--- config.mk ---
export PLATFORM = sky130hd
export DESIGN_NAME = rlh_lane
export DESIGN_NICKNAME = d
export VERILOG_FILES = /design/src/rtl/core/rlh_lane.sv
export SDC_FILE = /design/constraint.sdc
export NUM_CORES = 1
export LEC_CHECK = 0
export BUFFER_PORTS_ARGS = -buffer_cell sky130_fd_sc_hd__buf_2
export CORE_UTILIZATION = 40
export DETAILED_ROUTE_END_ITERATION = 7
export GPL_ROUTABILITY_DRIVEN = 0
export PLACE_DENSITY = 0.58
export SYNTH_ARGS = -nofsm -noshare
export SYNTH_HDL_FRONTEND = slang
export SYNTH_SLANG_ARGS = --single-unit
--- constraint.sdc ---
create_clock -name clock -period 5.6 [get_ports clock]
set_clock_uncertainty 0.1 [all_clocks]
set_input_delay 1.12 -clock clock [delete_from_list [all_inputs] [get_ports clock]]
set_output_delay 1.12 -clock clock [all_outputs]
set_load 0.01 [all_outputs]
--- src/rtl/core/rlh_lane.sv ---
// rlh_lane: one distance lane; absolute difference and its square of one
// component pair. No package dependencies.
module rlh_lane #(
   parameter int SAMPLE_BITS = 16
) (
   input  logic                         clock,
   input  logic                         load,
   input  logic signed [SAMPLE_BITS-1:0] x_in,
   input  logic signed [SAMPLE_BITS-1:0] y_in,
   output logic [SAMPLE_BITS-1:0]       ad,
   output logic [2*SAMPLE_BITS-1:0]     sq
);

   logic [SAMPLE_BITS-1:0]   x_ff, y_ff;
   logic [SAMPLE_BITS:0]     diff, neg;
   logic [SAMPLE_BITS-1:0]   ad_in, ad_ff;
   logic [2*SAMPLE_BITS-1:0] sq_ff;

   // |x - y| < 2**SAMPLE_BITS, so the magnitude fits SAMPLE_BITS bits
   assign diff  = {x_ff[SAMPLE_BITS-1], x_ff} - {y_ff[SAMPLE_BITS-1], y_ff};
   assign neg   = ~diff + {{SAMPLE_BITS{1'b0}}, 1'b1};
   assign ad_in = diff[SAMPLE_BITS] ? neg[SAMPLE_BITS-1:0] : diff[SAMPLE_BITS-1:0];

   always_ff @(posedge clock) begin
      if (load) begin
         x_ff <= x_in;
         y_ff <= y_in;
      end
      ad_ff <= ad_in;
      sq_ff <= (2*SAMPLE_BITS)'(ad_ff) * (2*SAMPLE_BITS)'(ad_ff);
   end

   assign ad = ad_ff;
   assign sq = sq_ff;

endmodule

Yosys cells after proc, flatten, opt, wreduce, memory -nomap -nowiden
Cells that the tools add are included.
{"block": "totals", "ff_bits": 80, "inputBits": 34, "out_inout_bits": 48, "word_cells": 9}
{"block": "op_classes", "addsub": 2, "mul": 1, "n_mux": 1, "bitwise": 1}
{"cell": "$mul 16x16->32", "n": 1}
{"cell": "$sub 16x16->17", "n": 1}
{"cell": "$add 16x1->16 const B", "n": 1}
{"cell": "$mux 16", "n": 1}
{"cell": "$not 16->16", "n": 1}

Logic depth before layout (Yosys ltp)
{"block": "depth", "word_depth": 4, "depth_mapped": 25, "depth_no_buf": 24}

Worst setup path before layout
Ideal clock, no wire load.
{"block": "synth_timing", "path_kind": "flip-flop to flip-flop", "from": "register ad_ff[4] (netlist: ad[4])", "to": "register sq_ff[31] (netlist: sq[31])", "setup_time_ns": 0.072, "arrival_ns": 6.051, "t_required_ns": 5.428, "slack_ns": -0.623, "path_stages_with_launch": 21, "path_buffers": 2, "period_less_slack_ns": 6.223, "path_cell_list": "dfxtp_1 > clkbuf_1 > clkbuf_1 > nand2_1 > fa_1 > inv_1 > fa_1 > fa_1 > fa_1 > fa_1 > inv_1 > fa_1 > inv_1 > ha_1 > a21oi_1 > nand3_1 > or3_1 > a41oi_1 > o21ai_0 > a31oi_1 > xnor2_1"}
{"block": "synth_via", "elab_chain_len": 1}
{"element": "start: declaration", "line": "16", "rtl": "logic [SAMPLE_BITS-1:0] ad_in, ad_ff;"}
{"element": "start signal: assignment", "line": "29", "rtl": "ad_ff <= ad_in;"}
{"element": "$mul 16x16->32", "line": "30", "rtl": "sq_ff <= (2*SAMPLE_BITS)'(ad_ff) * (2*SAMPLE_BITS)'(ad_ff);"}
{"element": "end signal: assignment", "line": "30"}
{"element": "end: declaration", "line": "17", "rtl": "logic [2*SAMPLE_BITS-1:0] sq_ff;"}
No other way between the ends.
A chain may end at the register's enable or synchronous reset.

Worst setup path in the final report
{"block": "layout_timing", "from": "register ad_ff[12] (netlist: ad[12])", "to": "register sq_ff[30] (netlist: sq[30])"}
The elaborated chain is that of the path after synthesis.

==> metrics <==
status finished with violations; violated checks negative setup slack; die width roughly 160 um; number of global-route vias before repair around 8500; Max-slew headroom a little over half; Core Area 25500 sq um; CTS root buf clkbuf_16; commonest non-fill, non-tap cell in the layout inv_1; period utilization 102%; Post-synth EDFFs 32; cts hold-fix bufs 0; max-slew violations 0; Max Cap Viol 0; placed insts around 1600; DRT Pass-1 Iters 4; Main synth FF type dfxtp_1; Vias/cell between 4 and 5; Worst EP arrival 5.89 ns; Critical Path Fanout Max 7; most frequent cells in the layout inv_1, fa_1, buf_4; worst slew pin tran about 0.7 ns; Mean Syn Cell Area about 9.3 sq um; clk buf depth 2; Routed Antenna Nets 0; syn_nets between 1000 and 1500; minimum clock period between 5 and 6 ns; layout cells sized above 1 approximately 29%; Worst Path Required slightly below 6 ns; CTS clk-pin slew, worst paths around 0.080 ns; TNS Setup -0.608 ns; Num CTS Buffers 9; Setup crit end kind register; # DRC 0; CTS Sinks 79; DR vias between 7000 and 8000; PortBufs 80; count of different cell masters after synthesis 61; Die H 164 um; synth warn 0; Congestion Overflow GR 0; initial cell density of the core about two fifths; Top-Level Pins 82; die area 26900 sq um; final setup fails 8; area grow syn2layout 26.7%; H-tree depth 3; Mapped Area around 10000 sq um; Hold Violations, Final 0; Total Routed Length about 23 mm; CTS tree done; drt first-iter violations around 230; sequential-to-total area share from yosys stat 18.1%; fin nets around 1600; final core area utilization ~52%; startpoint types register; DR WL/cell 13.7 um; Synth Register Bits between 70 and 80; largest net degree at the start of global routing 33; CP Class reg2reg; Post-Layout Cell Count between 1500 and 2000; Hold Path Class reg2reg; # rows 58; Max Freq around 180 MHz; RSZ-0062 raised after global routing true; post-detail-place hpwl between 15 and 20 mm; Final Worst Setup Slack -0.108 ns; Synth async-reset ratio 0%; initial antenna violation count 0; first-pass GRT wire length 39.2 mm; Clock Latency Late Sink ~0.36 ns; ant diodes 0; GRT Util Overall a little under a fifth; Mapped Cells ~1100; Fin Hold WS about 0.54 ns
-- timing repair --
action,CTS,global route
pin swaps,52,56
setup endpoints to repair,14,15
resized for setup,90,71
hold endpoints to repair,0,0
setup buffers,34,11
-- sequential cells by signal, indices dropped and copies added (netlist names) --
register,flops
sq,31
x_ff,16
ad,16
y_ff,16
-- metrics by stage --
stage | instance area (sq um) | worst slack, ns
2_1_floorplan | 10700 | 0.00441
3_3_place_gp | 12100 | -0.511
3_5_place_dp | 12100 | -0.568
4_1_cts | 13000 | -0.0888
5_1_grt | 13300 | -0.301
6_report | 13300 | -0.108
-- critical path, cell delays in order, from the launching register on --
cell	delay [ns]
dfxtp_4	0.41
buf_4	0.13
nand2_1	0.07
fa_2	0.50
fa_1	0.54
inv_1	0.05
fa_1	0.46
fa_1	0.50
fa_1	0.49
inv_1	0.04
fa_1	0.47
inv_1	0.06
ha_4	0.22
buf_4	0.14
a21oi_2	0.14
o21a_1	0.13
o31a_1	0.28
o21ai_4	0.12
buf_6	0.13
nand2_4	0.08
o221ai_4	0.13
o41ai_2	0.24
xnor2_1	0.18
-- synthesized netlist by cell type (12+ instances only) --
library cell / n / area share [%]
xnor2_1: 39 / 3.3
o21ai_0: 26 / 1.2
and2_1: 46 / 2.7
dfxtp_1: 47 / 9.0
nor3_1: 18 / 0.86
clkbuf_1: 22 / 0.79
nand2_1: 92 / 3.3
fa_1: 164 / 31
ha_1: 117 / 14
edfxtp_1: 32 / 9.2
a21oi_1: 44 / 2.1
nand3_1: 12 / 0.57
inv_1: 280 / 10
a21o_1: 14 / 1.0
nor2_1: 52 / 1.9
xor2_1: 15 / 1.3
-- final timing paths --
check,end,slack [ns],cells after the start,start
worst max register to register,sq[30]$_DFF_P_,-0.11,22,ad[12]$_DFF_P_
worst min register to register,ad[0]$_DFF_P_,0.54,2,y_ff[0]$_DFFE_PP_
worst min-delay path,ad[0]$_DFF_P_,0.54,2,y_ff[0]$_DFFE_PP_
worst max-delay path,sq[30]$_DFF_P_,-0.11,22,ad[12]$_DFF_P_
-- kinds of logic (layout without fill, tap and decap cells) --
kind of cell,Yosys count,count (layout),share of synthesized area (%)
XOR/XNOR,54,54,4.51
buffers and inverters,306,522,11.1
AND/OR/NAND/NOR,262,262,12.1
multiplexers,6,6,0.632
other,1,1,0.0358
AO/OA/AOI/OAI,134,134,8.22
flip-flops,79,79,18.1
adder cells (fa/ha/maj),281,281,45.3
-- metal layers --
metal  up-vias  share of wire [%]  global-route usage, %
met5         -                  0                      0
met4         0                1.7                   4.97
met3        27                3.1                   2.42
met2       120                 51                   34.3
met1      3877                 44                   22.8
li1       3912                  -                      -
-- area by class of cell --
type / count / area, sq um
clock buffer: 9 / 225
clock inverter: 7 / 109
fill: 2355 / 12200
inverter: 280 / 1050
multi-input combinational: 738 / 7900
sequential: 79 / 1960
tap: 330 / 413
timing repair buffer: 226 / 1630
Power is left out: the tool's default activity adds up to more than one toggle a clock period on the data nets, which glitch-free logic cannot reach.
