### config.mk
export PLATFORM = sky130hd
export DESIGN_NAME = rlh_merge
export DESIGN_NICKNAME = d
export VERILOG_FILES = /design/src/rtl/core/rlh_pkg.sv /design/src/rtl/core/rlh_merge.sv
export SDC_FILE = /design/constraint.sdc
export NUM_CORES = 1
export LEC_CHECK = 0
export ABC_AREA = 1
export BUFFER_PORTS_ARGS = -buffer_cell sky130_fd_sc_hd__buf_2
export CAP_MARGIN = 10
export CORE_ASPECT_RATIO = 1.4
export CORE_MARGIN = 8
export CORE_UTILIZATION = 46
export DETAILED_ROUTE_END_ITERATION = 10
export PLACE_DENSITY_LB_ADDON = 0.25
export SLEW_MARGIN = 10
export SYNTH_ARGS = -nofsm -noshare
export SYNTH_HDL_FRONTEND = slang
export SYNTH_SLANG_ARGS = --single-unit
### constraint.sdc
create_clock -name clock -period 6.5 [get_ports clock]
set_clock_uncertainty 0.15 [all_clocks]
set_input_delay 0.325 -clock clock [delete_from_list [all_inputs] [get_ports clock]]
set_output_delay 0.325 -clock clock [all_outputs]
set_load 0.02 [all_outputs]
### src/rtl/core/rlh_pkg.sv
// rlh_pkg: shared constants and types for the recurrence line histogram core.
// No dependencies; imported by rlh_merge, rlh_hist and the top level.
package rlh_pkg;

   localparam int FIELD_LANES = 4;    // vector components carried by one item
   localparam int BIN_IDX_W   = 10;   // width of the bin index field
   localparam int OPC_W       = 2;
   localparam int NORM_W      = 2;
   localparam int THR_W       = 18;
   localparam int LIMIT_W     = 2 * THR_W;
   localparam int DIMS_W      = 3;
   localparam int CNT_W       = 32;

   // distance norms
   localparam logic [NORM_W-1:0] NORM_EUCLID = 2'd0;
   localparam logic [NORM_W-1:0] NORM_MAX    = 2'd1;
   localparam logic [NORM_W-1:0] NORM_SUM    = 2'd2;

   // request opcodes
   localparam logic [OPC_W-1:0] OP_COMPARE = 2'd0;
   localparam logic [OPC_W-1:0] OP_READ    = 2'd1;
   localparam logic [OPC_W-1:0] OP_CLEAR   = 2'd2;
   localparam logic [OPC_W-1:0] OP_NOP     = 2'd3;

   // configuration register indexes
   localparam logic [1:0] CSR_NORM      = 2'd0;
   localparam logic [1:0] CSR_THRESHOLD = 2'd1;
   localparam logic [1:0] CSR_DIMS      = 2'd2;

   // one read-modify-write on a histogram bin
   typedef struct packed {
      logic valid;   // issue the read this cycle
      logic kind;    // 0 diagonal, 1 vertical
      logic zero;    // write back zero instead of count + 1
   } hist_cmd_type;

endpackage

### src/rtl/core/rlh_merge.sv
// rlh_merge: combines the lane results under the selected norm and compares
// against the limit. Depends on rlh_pkg.
module rlh_merge #(
   parameter int SAMPLE_BITS = 16,
   parameter int NUM_LANES   = 4
) (
   input  logic                                    clock,
   input  logic [rlh_pkg::NORM_W-1:0]              norm_mode,
   input  logic [rlh_pkg::DIMS_W-1:0]              embed_dims,
   input  logic [rlh_pkg::LIMIT_W-1:0]             limit,
   input  logic [NUM_LANES-1:0][SAMPLE_BITS-1:0]   ad,
   input  logic [NUM_LANES-1:0][2*SAMPLE_BITS-1:0] sq,
   output logic                                    recurrent
);
   import rlh_pkg::*;

   localparam int DIST_W = 2 * SAMPLE_BITS + 2;
   localparam int SUM_W  = SAMPLE_BITS + 2;
   localparam int CMP_W  = DIST_W > LIMIT_W ? DIST_W : LIMIT_W;

   logic [DIMS_W-1:0]      dims_eff;
   logic [NUM_LANES-1:0]   active;
   logic [DIST_W-1:0]      sum_sq, dist_in, dist_ff;
   logic [SUM_W-1:0]       sum_ad;
   logic [SAMPLE_BITS-1:0] max_ad;
   logic                   rec_ff;

   // zero dimensions act as one, too many act as the lane count
   always_comb begin
      if (embed_dims == '0) begin
         dims_eff = DIMS_W'(1);
      end else if (embed_dims > DIMS_W'(NUM_LANES)) begin
         dims_eff = DIMS_W'(NUM_LANES);
      end else begin
         dims_eff = embed_dims;
      end
   end

   always_comb begin
      for (int k = 0; k < NUM_LANES; k++) begin
         active[k] = DIMS_W'(k) < dims_eff;
      end
   end

   always_comb begin
      sum_sq = '0;
      sum_ad = '0;
      max_ad = '0;
      for (int k = 0; k < NUM_LANES; k++) begin
         if (active[k]) begin
            sum_sq = sum_sq + DIST_W'(sq[k]);
            sum_ad = sum_ad + SUM_W'(ad[k]);
            if (ad[k] > max_ad) begin
               max_ad = ad[k];
            end
         end
      end
   end

   always_comb begin
      unique case (norm_mode)
         NORM_EUCLID: dist_in = sum_sq;
         NORM_MAX:    dist_in = DIST_W'(max_ad);
         NORM_SUM:    dist_in = DIST_W'(sum_ad);
         default:     dist_in = DIST_W'(sum_ad);  // unused code behaves as sum
      endcase
   end

   always_ff @(posedge clock) begin
      dist_ff <= dist_in;
      rec_ff  <= CMP_W'(dist_ff) <= CMP_W'(limit);
   end

   assign recurrent = rec_ff;

endmodule

Word-level counts from Yosys, hierarchy flattened
Index checks and enable logic that the tools add are counted.

Word-level logic and storage cells: 40. Output and inout port bits: 1. Register bits after elaboration: 35.

Eq/ne operators: 1. Reductions and logical operators: 2. Add/subtract/negate cells: 6. Muxes and demuxes: 19. $lt $le $gt $ge: 10.

Operator list (number): 16-bit 2-to-1 mux (9); 34-bit by 32-bit adder with 34-bit output (3); 34-bit 2-to-1 mux (3); 34-bit case mux with 2 select lines (1); 18-bit by 16-bit adder with 18-bit output (3); 18-bit 2-to-1 mux (3); 16-bit > comparator (3); 34-bit by 36-bit less-or-equal comparator with 1-bit output (1); 32-bit 2-to-1 mux (1); 16-bit by 1-bit > comparator with 1-bit output (second input constant) (1); 1-bit by 3-bit < comparator with 1-bit output (first input constant) (2); 2-bit by 3-bit < comparator with 1-bit output (first input constant) (2); 3-bit 2-to-1 mux (2); 3-bit > comparator (second input constant) (1); 3-bit logical NOT (1); 2-bit by 1-bit equality test with 1-bit output (second input constant) (1); 2-bit logical NOT (1).

Depth between registers and ports, before layout
Gate-level depths: netlist of the first run.

Word-level depth: 15. Gate-level depth with buffers: 42.

Worst setup path after synthesis of the first run
Ideal clock, no wire load.

Path type: input to register. Start point: input port sq[0] in the netlist's numbering. End point: register dist_ff[27]. Slack: 1.923 ns. Arrival time: 4.318 ns. Stages on the path: 41. Library setup time: 0.109 ns. Cell sequence: clkbuf_1 ha_1 inv_1 fa_1 inv_1 nand4_1 nand2_1 nand3_1 nand2_2 nand2_1 nand2_1 nand2_1 nand2_1 nand2_1 nand2_1 inv_1 ha_1 nand2_1 (+5 left out) inv_1 nand3_1 or2_1 nand3_1 nand2_1 ha_1 nand2_1 nor2_1 inv_1 nor2_2 nand3_1 or2_1 nand3_1 nand2_1 nor2_1 nor2_1 nand2_1 inv_1.

Cells in the longest elaborated chain, start to end: 8.

Ends and longest elaborated chain: from (decl) (line rlh_merge.sv:12) `input logic [NUM_LANES-1:0][2*SAMPLE_BITS-1:0] sq,`; 32-bit 2-to-1 mux * (line rlh_merge.sv:50) `if (active[k]) begin`; 34-bit by 32-bit adder with 34-bit output (line rlh_merge.sv:51) `sum_sq = sum_sq + DIST_W'(sq[k]);`; 34-bit 2-to-1 mux * (line rlh_merge.sv:50); 34-bit by 32-bit adder with 34-bit output (line rlh_merge.sv:51); 34-bit 2-to-1 mux * (line rlh_merge.sv:50); 34-bit by 32-bit adder with 34-bit output (line rlh_merge.sv:51); 34-bit 2-to-1 mux * (line rlh_merge.sv:50); 34-bit case mux with 2 select lines * (line rlh_merge.sv:61) `unique case (norm_mode)`; net dist_in[27] (line rlh_merge.sv:23) `logic [DIST_W-1:0] sum_sq, dist_in, dist_ff;`; to (signal assigned) (line rlh_merge.sv:70) `dist_ff <= dist_in;`; to (decl) (line rlh_merge.sv:23).

Mark *: on every way through the listed nets, which the timed path passes. The rest lies on a longest branch.

Worst setup path in the final report of the first run
Start point: input port sq[19] in the netlist's numbering. End point: register dist_ff[27].

Same word-level chain as after synthesis.

==> results of run 1 <==
==> routing by layer <==
layer  vias to the layer above  track usage [%]  routed length, um
met5                         -                0                 38
met2                       610             61.7              33500
li1                       9508                -                  -
met4                         6             19.3               4540
met1                      8449             32.5              24300
met3                       168             3.50               2830
==> power breakdown <==
group,switching (mW),internal [mW]
sequential,0.0182,0.260
combinational,1.87,0.960
clock,0.0957,0.181
total,1.99,1.40
==> final timing paths <==
kind	startpoint	to	slack (ns)
setup / recovery	sq[19]	dist_ff[27]	0.89
hold / removal	limit[34]	recurrent	0.27
setup reg to reg	dist_ff[11]	recurrent	4.63
hold reg to reg	dist_ff[4]	recurrent	0.64
==> flip-flops by register name, indices dropped and copies added (netlist names) <==
register,count
recurrent,1
dist_ff,34
==> kinds of logic after synthesis <==
group	count (synthesis)	synth area share, %
simple gates	1578	45.3
buf+inv	554	13.9
flops	35	4.50
xor+xnor	35	1.97
fa+ha+maj	232	19.0
compound gates	421	15.3
==> cells in the mapped netlist, types with 18 or more instances <==
library cell	n	area [um^2]
nand2_1	861	3230
inv_1	434	1630
nand3_1	269	1350
ha_1	226	2830
a21oi_1	212	1060
nor2_1	210	788
o21ai_0	105	526
clkbuf_1	58	218
nand2_2	50	313
nand3b_1	45	338
dfxtp_1	35	701
nand4_1	31	194
xnor2_1	25	219
inv_2	23	86.3
buf_2	20	100
a21oi_2	18	158
o21bai_1	18	135
==> worst register-to-register path: cells and delay by family, from the launching register on <==
family,cells,cell delay [ns]
and+or+nand+nor,9,0.77
DFF,1,0.34
adders and majority gates,1,0.33
AOI/OAI and AO/OA,2,0.17
==> per-stage QoR <==
step | power (mW) | std cells | setup slack (ns)
detailed placement | 3.07 | 3453 | 0.677
global placement | 3.03 | 3453 | 0.662
global route | 3.74 | 3461 | 0.485
finish | 3.39 | 3461 | 0.895
floorplan | 2.27 | 2855 | 1.92
CTS | 3.36 | 3461 | 0.956
==> layout make-up <==
| class | instances | area [um^2] |
|---|---|---|
| clock buffers | 5 | 125 |
| clock inverters | 3 | 43.8 |
| fillers | 3758 | 16200 |
| inverters | 460 | 1730 |
| multi-input cells | 2266 | 12700 |
| flip-flops and latches | 35 | 701 |
| well taps | 445 | 557 |
| repair buffers | 247 | 1270 |
==> impl_metrics.py, run 1 <==
metrics = {
    "sta": {
        "tightestPinTransition_ns": 0.953,
        "maxSlewViolCount": 0,
        "worst_hold_slack_ns": 0.270,
        "rsz0062_at_grt": "false",
        "slew_headroom_pct": 36.2,
        "finalHoldViolCount": 0,
        "setup_viol": 0,
        "fin_crit_sh_pct": 86.2,
        "layout_min_cycle_time_ns": 5.61,
        "tns_ns": 0,
        "fmax_mhz": 178,
    },
    "cts": {
        "postCtsHoldBufs": 0,
        "clkTransAtPathRegs_ns": 0.06,
        "clock_latency_ns": 0.28,
        "postCtsSetupRepairBufs": 0,
        "root_buffer": "clkbuf_16",
        "cts_buffers": 5,
        "cts_tree": "built",
        "cts_buffer_depth": 2,
        "clkSinkCount": 35,
        "h-tree-depth": 2,
        "post_cts_resized": 0,
    },
    "synth": {
        "synthArstFlopShare_pct": 0,
        "synthesis.area_um2": 15600,
        "yosysWarnings": 0,
        "ys.flop_type": "dfxtp_1",
        "synth_edf_count": 0,
        "syn-num-nets": 3321,
        "yosysSeqAreaShare_pct": 4.50,
        "synth-seq-cells": 35,
        "synth_cells": 2855,
        "synthDistinctLibCells": 53,
        "synth_area_per_cell_um2": 5.45,
    },
    "cells_and_area": {
        "layout_common_cells": "nand2_1, inv_1, nand3_1",
        "drive_above_1_share_pct": 13.7,
        "n_antenna_cell": 0,
        "final_common_cell": "nand2_1",
        "post-route-util_pct": 51.4,
        "fin_area_um2": 17100,
        "layout.nets": 3481,
        "area_growth_pct": 10.1,
    },
    "run_status": {
        "status": "completed",
    },
    "setup_path": {
        "critical_path_class": "input port to flop",
        "startpoint_type": "input port",
        "path_buf_inv": 5,
        "critPathMaxStageDelay_ns": 0.40,
        "cp_data_required_time_ns": 6.53,
        "critPathArrivalTime_ns": 5.64,
        "crit_top_cell": "nand2_1",
        "critPathSlowestCell": "ha_1",
        "endpoint_kind": "flop",
        "crit_fanout": 5,
        "crit_family": "simple AND/OR/NAND/NOR gates",
        "r2r_cells": 12,
        "cp.depth": 32,
    },
    "floorplan": {
        "rows": 79,
        "start_util_pct": 46.7,
        "io_pins": 235,
        "die_area_um2": 40000,
        "fp.dieW_um": 171,
        "die_h_um": 234,
        "core-area_um2": 33300,
    },
    "routing": {
        "antenna_left": 0,
        "avgViaCountPerCell": 5.41,
        "wl_per_cell_um": 18.8,
        "dr.first_iter.drc_count": 1288,
        "drt_drc_violations_left": 0,
        "via_count": 18700,
        "drt_first_pass_iters": 6,
        "wl_um": 65200,
    },
    "power": {
        "p_leak_nw": 9.98,
        "powerDensity_nw_per_um2": 198,
        "irDropWorstVdd_mv": 0.124,
    },
    "placement": {
        "place_hpwl_um": 57800,
        "gp_congestion": 0.996,
        "portBuffers": 234,
        "placed_cell_area_um2": 16900,
    },
    "job": {
        "maxCapViolations": 0,
    },
    "global_route": {
        "grt_max_degree": 66,
        "grt_pass1_wl_um": 99900,
        "grtUsageTotal_pct": 32.1,
        "grt_pass1_vias": 18900,
        "grt.overflow.total": 0,
        "antenna_found_initial": 3,
    },
    "min_path": {
        "holdPathStages": 6,
        "min_path_type": "input port to flop",
    },
}
(Power assumes the default switching activity.)
==> run 2: changes to the inputs <==
- PLACE_DENSITY: default -> 0.71
- PLACE_DENSITY_LB_ADDON: 0.25 -> default
==> run 2 against run 1 <==
Effect of this change: maximum frequency rose by 2.8%; worst setup slack improved by 0.15 ns; total power fell by 2.2%; largest cell class unchanged; cell area fell by 0.17%; largest power group unchanged; critical path type unchanged; utilization fell by 0.086 points; highest routed layer unchanged; first-iteration DRC count fell by 3.8%.
==> impl_metrics.py, run 2 (synthesis results as in run 1) <==
metrics = {
    "sta": {
        "fmax_mhz": 183,
        "tightestPinTransition_ns": 0.997,
        "rsz0062_at_grt": "false",
        "maxSlewViolCount": 0,
        "layout_min_cycle_time_ns": 5.45,
        "finalHoldViolCount": 0,
        "fin_crit_sh_pct": 83.9,
        "setup_viol": 0,
        "slew_headroom_pct": 32.9,
        "tns_ns": 0,
        "worst_hold_slack_ns": 0.248,
    },
    "cts": {
        "root_buffer": "clkbuf_16",
        "cts_tree": "built",
        "clkTransAtPathRegs_ns": 0.06,
        "post_cts_resized": 0,
        "clkSinkCount": 35,
        "postCtsSetupRepairBufs": 0,
        "h-tree-depth": 2,
        "postCtsHoldBufs": 0,
        "cts_buffers": 5,
        "cts_buffer_depth": 2,
        "clock_latency_ns": 0.29,
    },
    "floorplan": {
        "start_util_pct": 46.7,
        "core-area_um2": 33300,
        "rows": 79,
        "io_pins": 235,
        "die_h_um": 234,
        "die_area_um2": 40000,
        "fp.dieW_um": 171,
    },
    "power": {
        "p_leak_nw": 9.96,
        "powerDensity_nw_per_um2": 194,
        "irDropWorstVdd_mv": 0.0995,
    },
    "global_route": {
        "grtUsageTotal_pct": 30.7,
        "grt_pass1_wl_um": 97200,
        "grt_max_degree": 53,
        "antenna_found_initial": 6,
        "grt.overflow.total": 0,
        "grt_pass1_vias": 18500,
    },
    "routing": {
        "wl_met1_um": 25300,
        "dr_wl_met2_um": 29700,
        "wl_met3_um": 4160,
        "dr.max_layer_used": "met5",
        "via_count": 18800,
        "avgViaCountPerCell": 5.42,
        "dr.first_iter.drc_count": 1239,
        "drt_drc_violations_left": 0,
        "wl_per_cell_um": 17.9,
        "drt_first_pass_iters": 6,
        "wl_um": 62000,
        "antenna_left": 0,
    },
    "run_status": {
        "status": "completed",
    },
    "placement": {
        "placed_cell_area_um2": 16900,
        "gp_congestion": 1.02,
        "place_hpwl_um": 54900,
        "portBuffers": 234,
    },
    "setup_path": {
        "startpoint_type": "input port",
        "cp_data_required_time_ns": 6.52,
        "critPathArrivalTime_ns": 5.47,
        "crit_fanout": 26,
        "endpoint_kind": "flop",
        "critical_path_class": "input port to flop",
    },
    "cells_and_area": {
        "final_common_cell": "nand2_1",
        "fin_area_um2": 17100,
        "top_register": "dist_ff",
        "layout.nets": 3480,
        "layout_common_cells": "nand2_1, inv_1, nand3_1",
        "largest_register_ffs": 34,
        "drive_above_1_share_pct": 13.7,
        "area_growth_pct": 9.87,
        "fill_cells": 3748,
    },
    "job": {
        "maxCapViolations": 0,
    },
    "min_path": {
        "min_path_type": "input port to flop",
    },
}
run 2: changes by cell type in the layout (fill, tap and decap cells not counted), sizes merged:
cell,delta
diode,+3
buf,-1
bufinv,-1
clkinv,+1
run 2: metrics by stage:
step / setup slack (ns) / utilization, % / cells / total power, mW
finish: 1.05 / 51.3 / 3463 / 3.31
global route: 0.558 / 51.3 / 3461 / 3.67
CTS: 1.19 / 51.3 / 3460 / 3.27
detailed placement: 0.914 / 50.9 / 3452 / 3.02
global placement: 0.983 / 50.9 / 3452 / 2.99
floorplan: 1.92 / - / 2855 / 2.27
run 2: final cells by class:
type	instances	area (um^2)	area share, %
sequential	35	701	4.10
clock inverter	3	15.0	0.0879
timing repair buffer	246	1260	7.38
antenna	3	7.51	0.0439
multi-input combinational	2266	12700	74.3
clock buffer	5	125	0.732
tap	445	557	3.26
inverter	460	1730	10.1
run 2: path summary, 6_finish.rpt:
| check | from | endpoint | slack, ns | cells after the start |
|---|---|---|---|---|
| max | embed_dims[2] | dist_ff[15] | 1.05 | 28 |
| min | ad[50] | dist_ff[2] | 0.25 | 5 |
| max reg2reg | dist_ff[11] | recurrent | 4.14 | 12 |
| min reg2reg | dist_ff[33] | recurrent | 0.65 | 5 |
run 2: power breakdown:
part	total, mW	internal [mW]	switching, mW
logic	2.78	0.958	1.82
registers	0.298	0.261	0.0373
clock network	0.241	0.140	0.101
run 2: critical path, cell delays in order:
cell	delay [ns]
buf_2	0.12
nor2_4	0.44
clkinv_2	0.54
o21ai_0	0.43
ha_1	0.26
inv_1	0.07
fa_1	0.42
inv_1	0.08
nand3_1	0.09
nand2_1	0.15
nand2_1	0.09
o21ai_0	0.33
a21oi_1	0.10
o21ai_0	0.11
nand2_1	0.14
ha_1	0.39
a21oi_1	0.29
o21ai_0	0.19
inv_1	0.08
nand2_1	0.09
nand3_1	0.13
nand2_1	0.09
nand2_1	0.06
nand3_1	0.06
nand2_1	0.09
inv_1	0.04
nand2_1	0.15
nand3_1	0.11
run 2: per-layer routing:
metal  global-route usage (%)  vias to the layer above
met2                     54.5                      658
met4                     13.1                        6
li1                         -                     9518
met1                     36.5                     8418
met3                     3.72                      158
met5                        0                        -
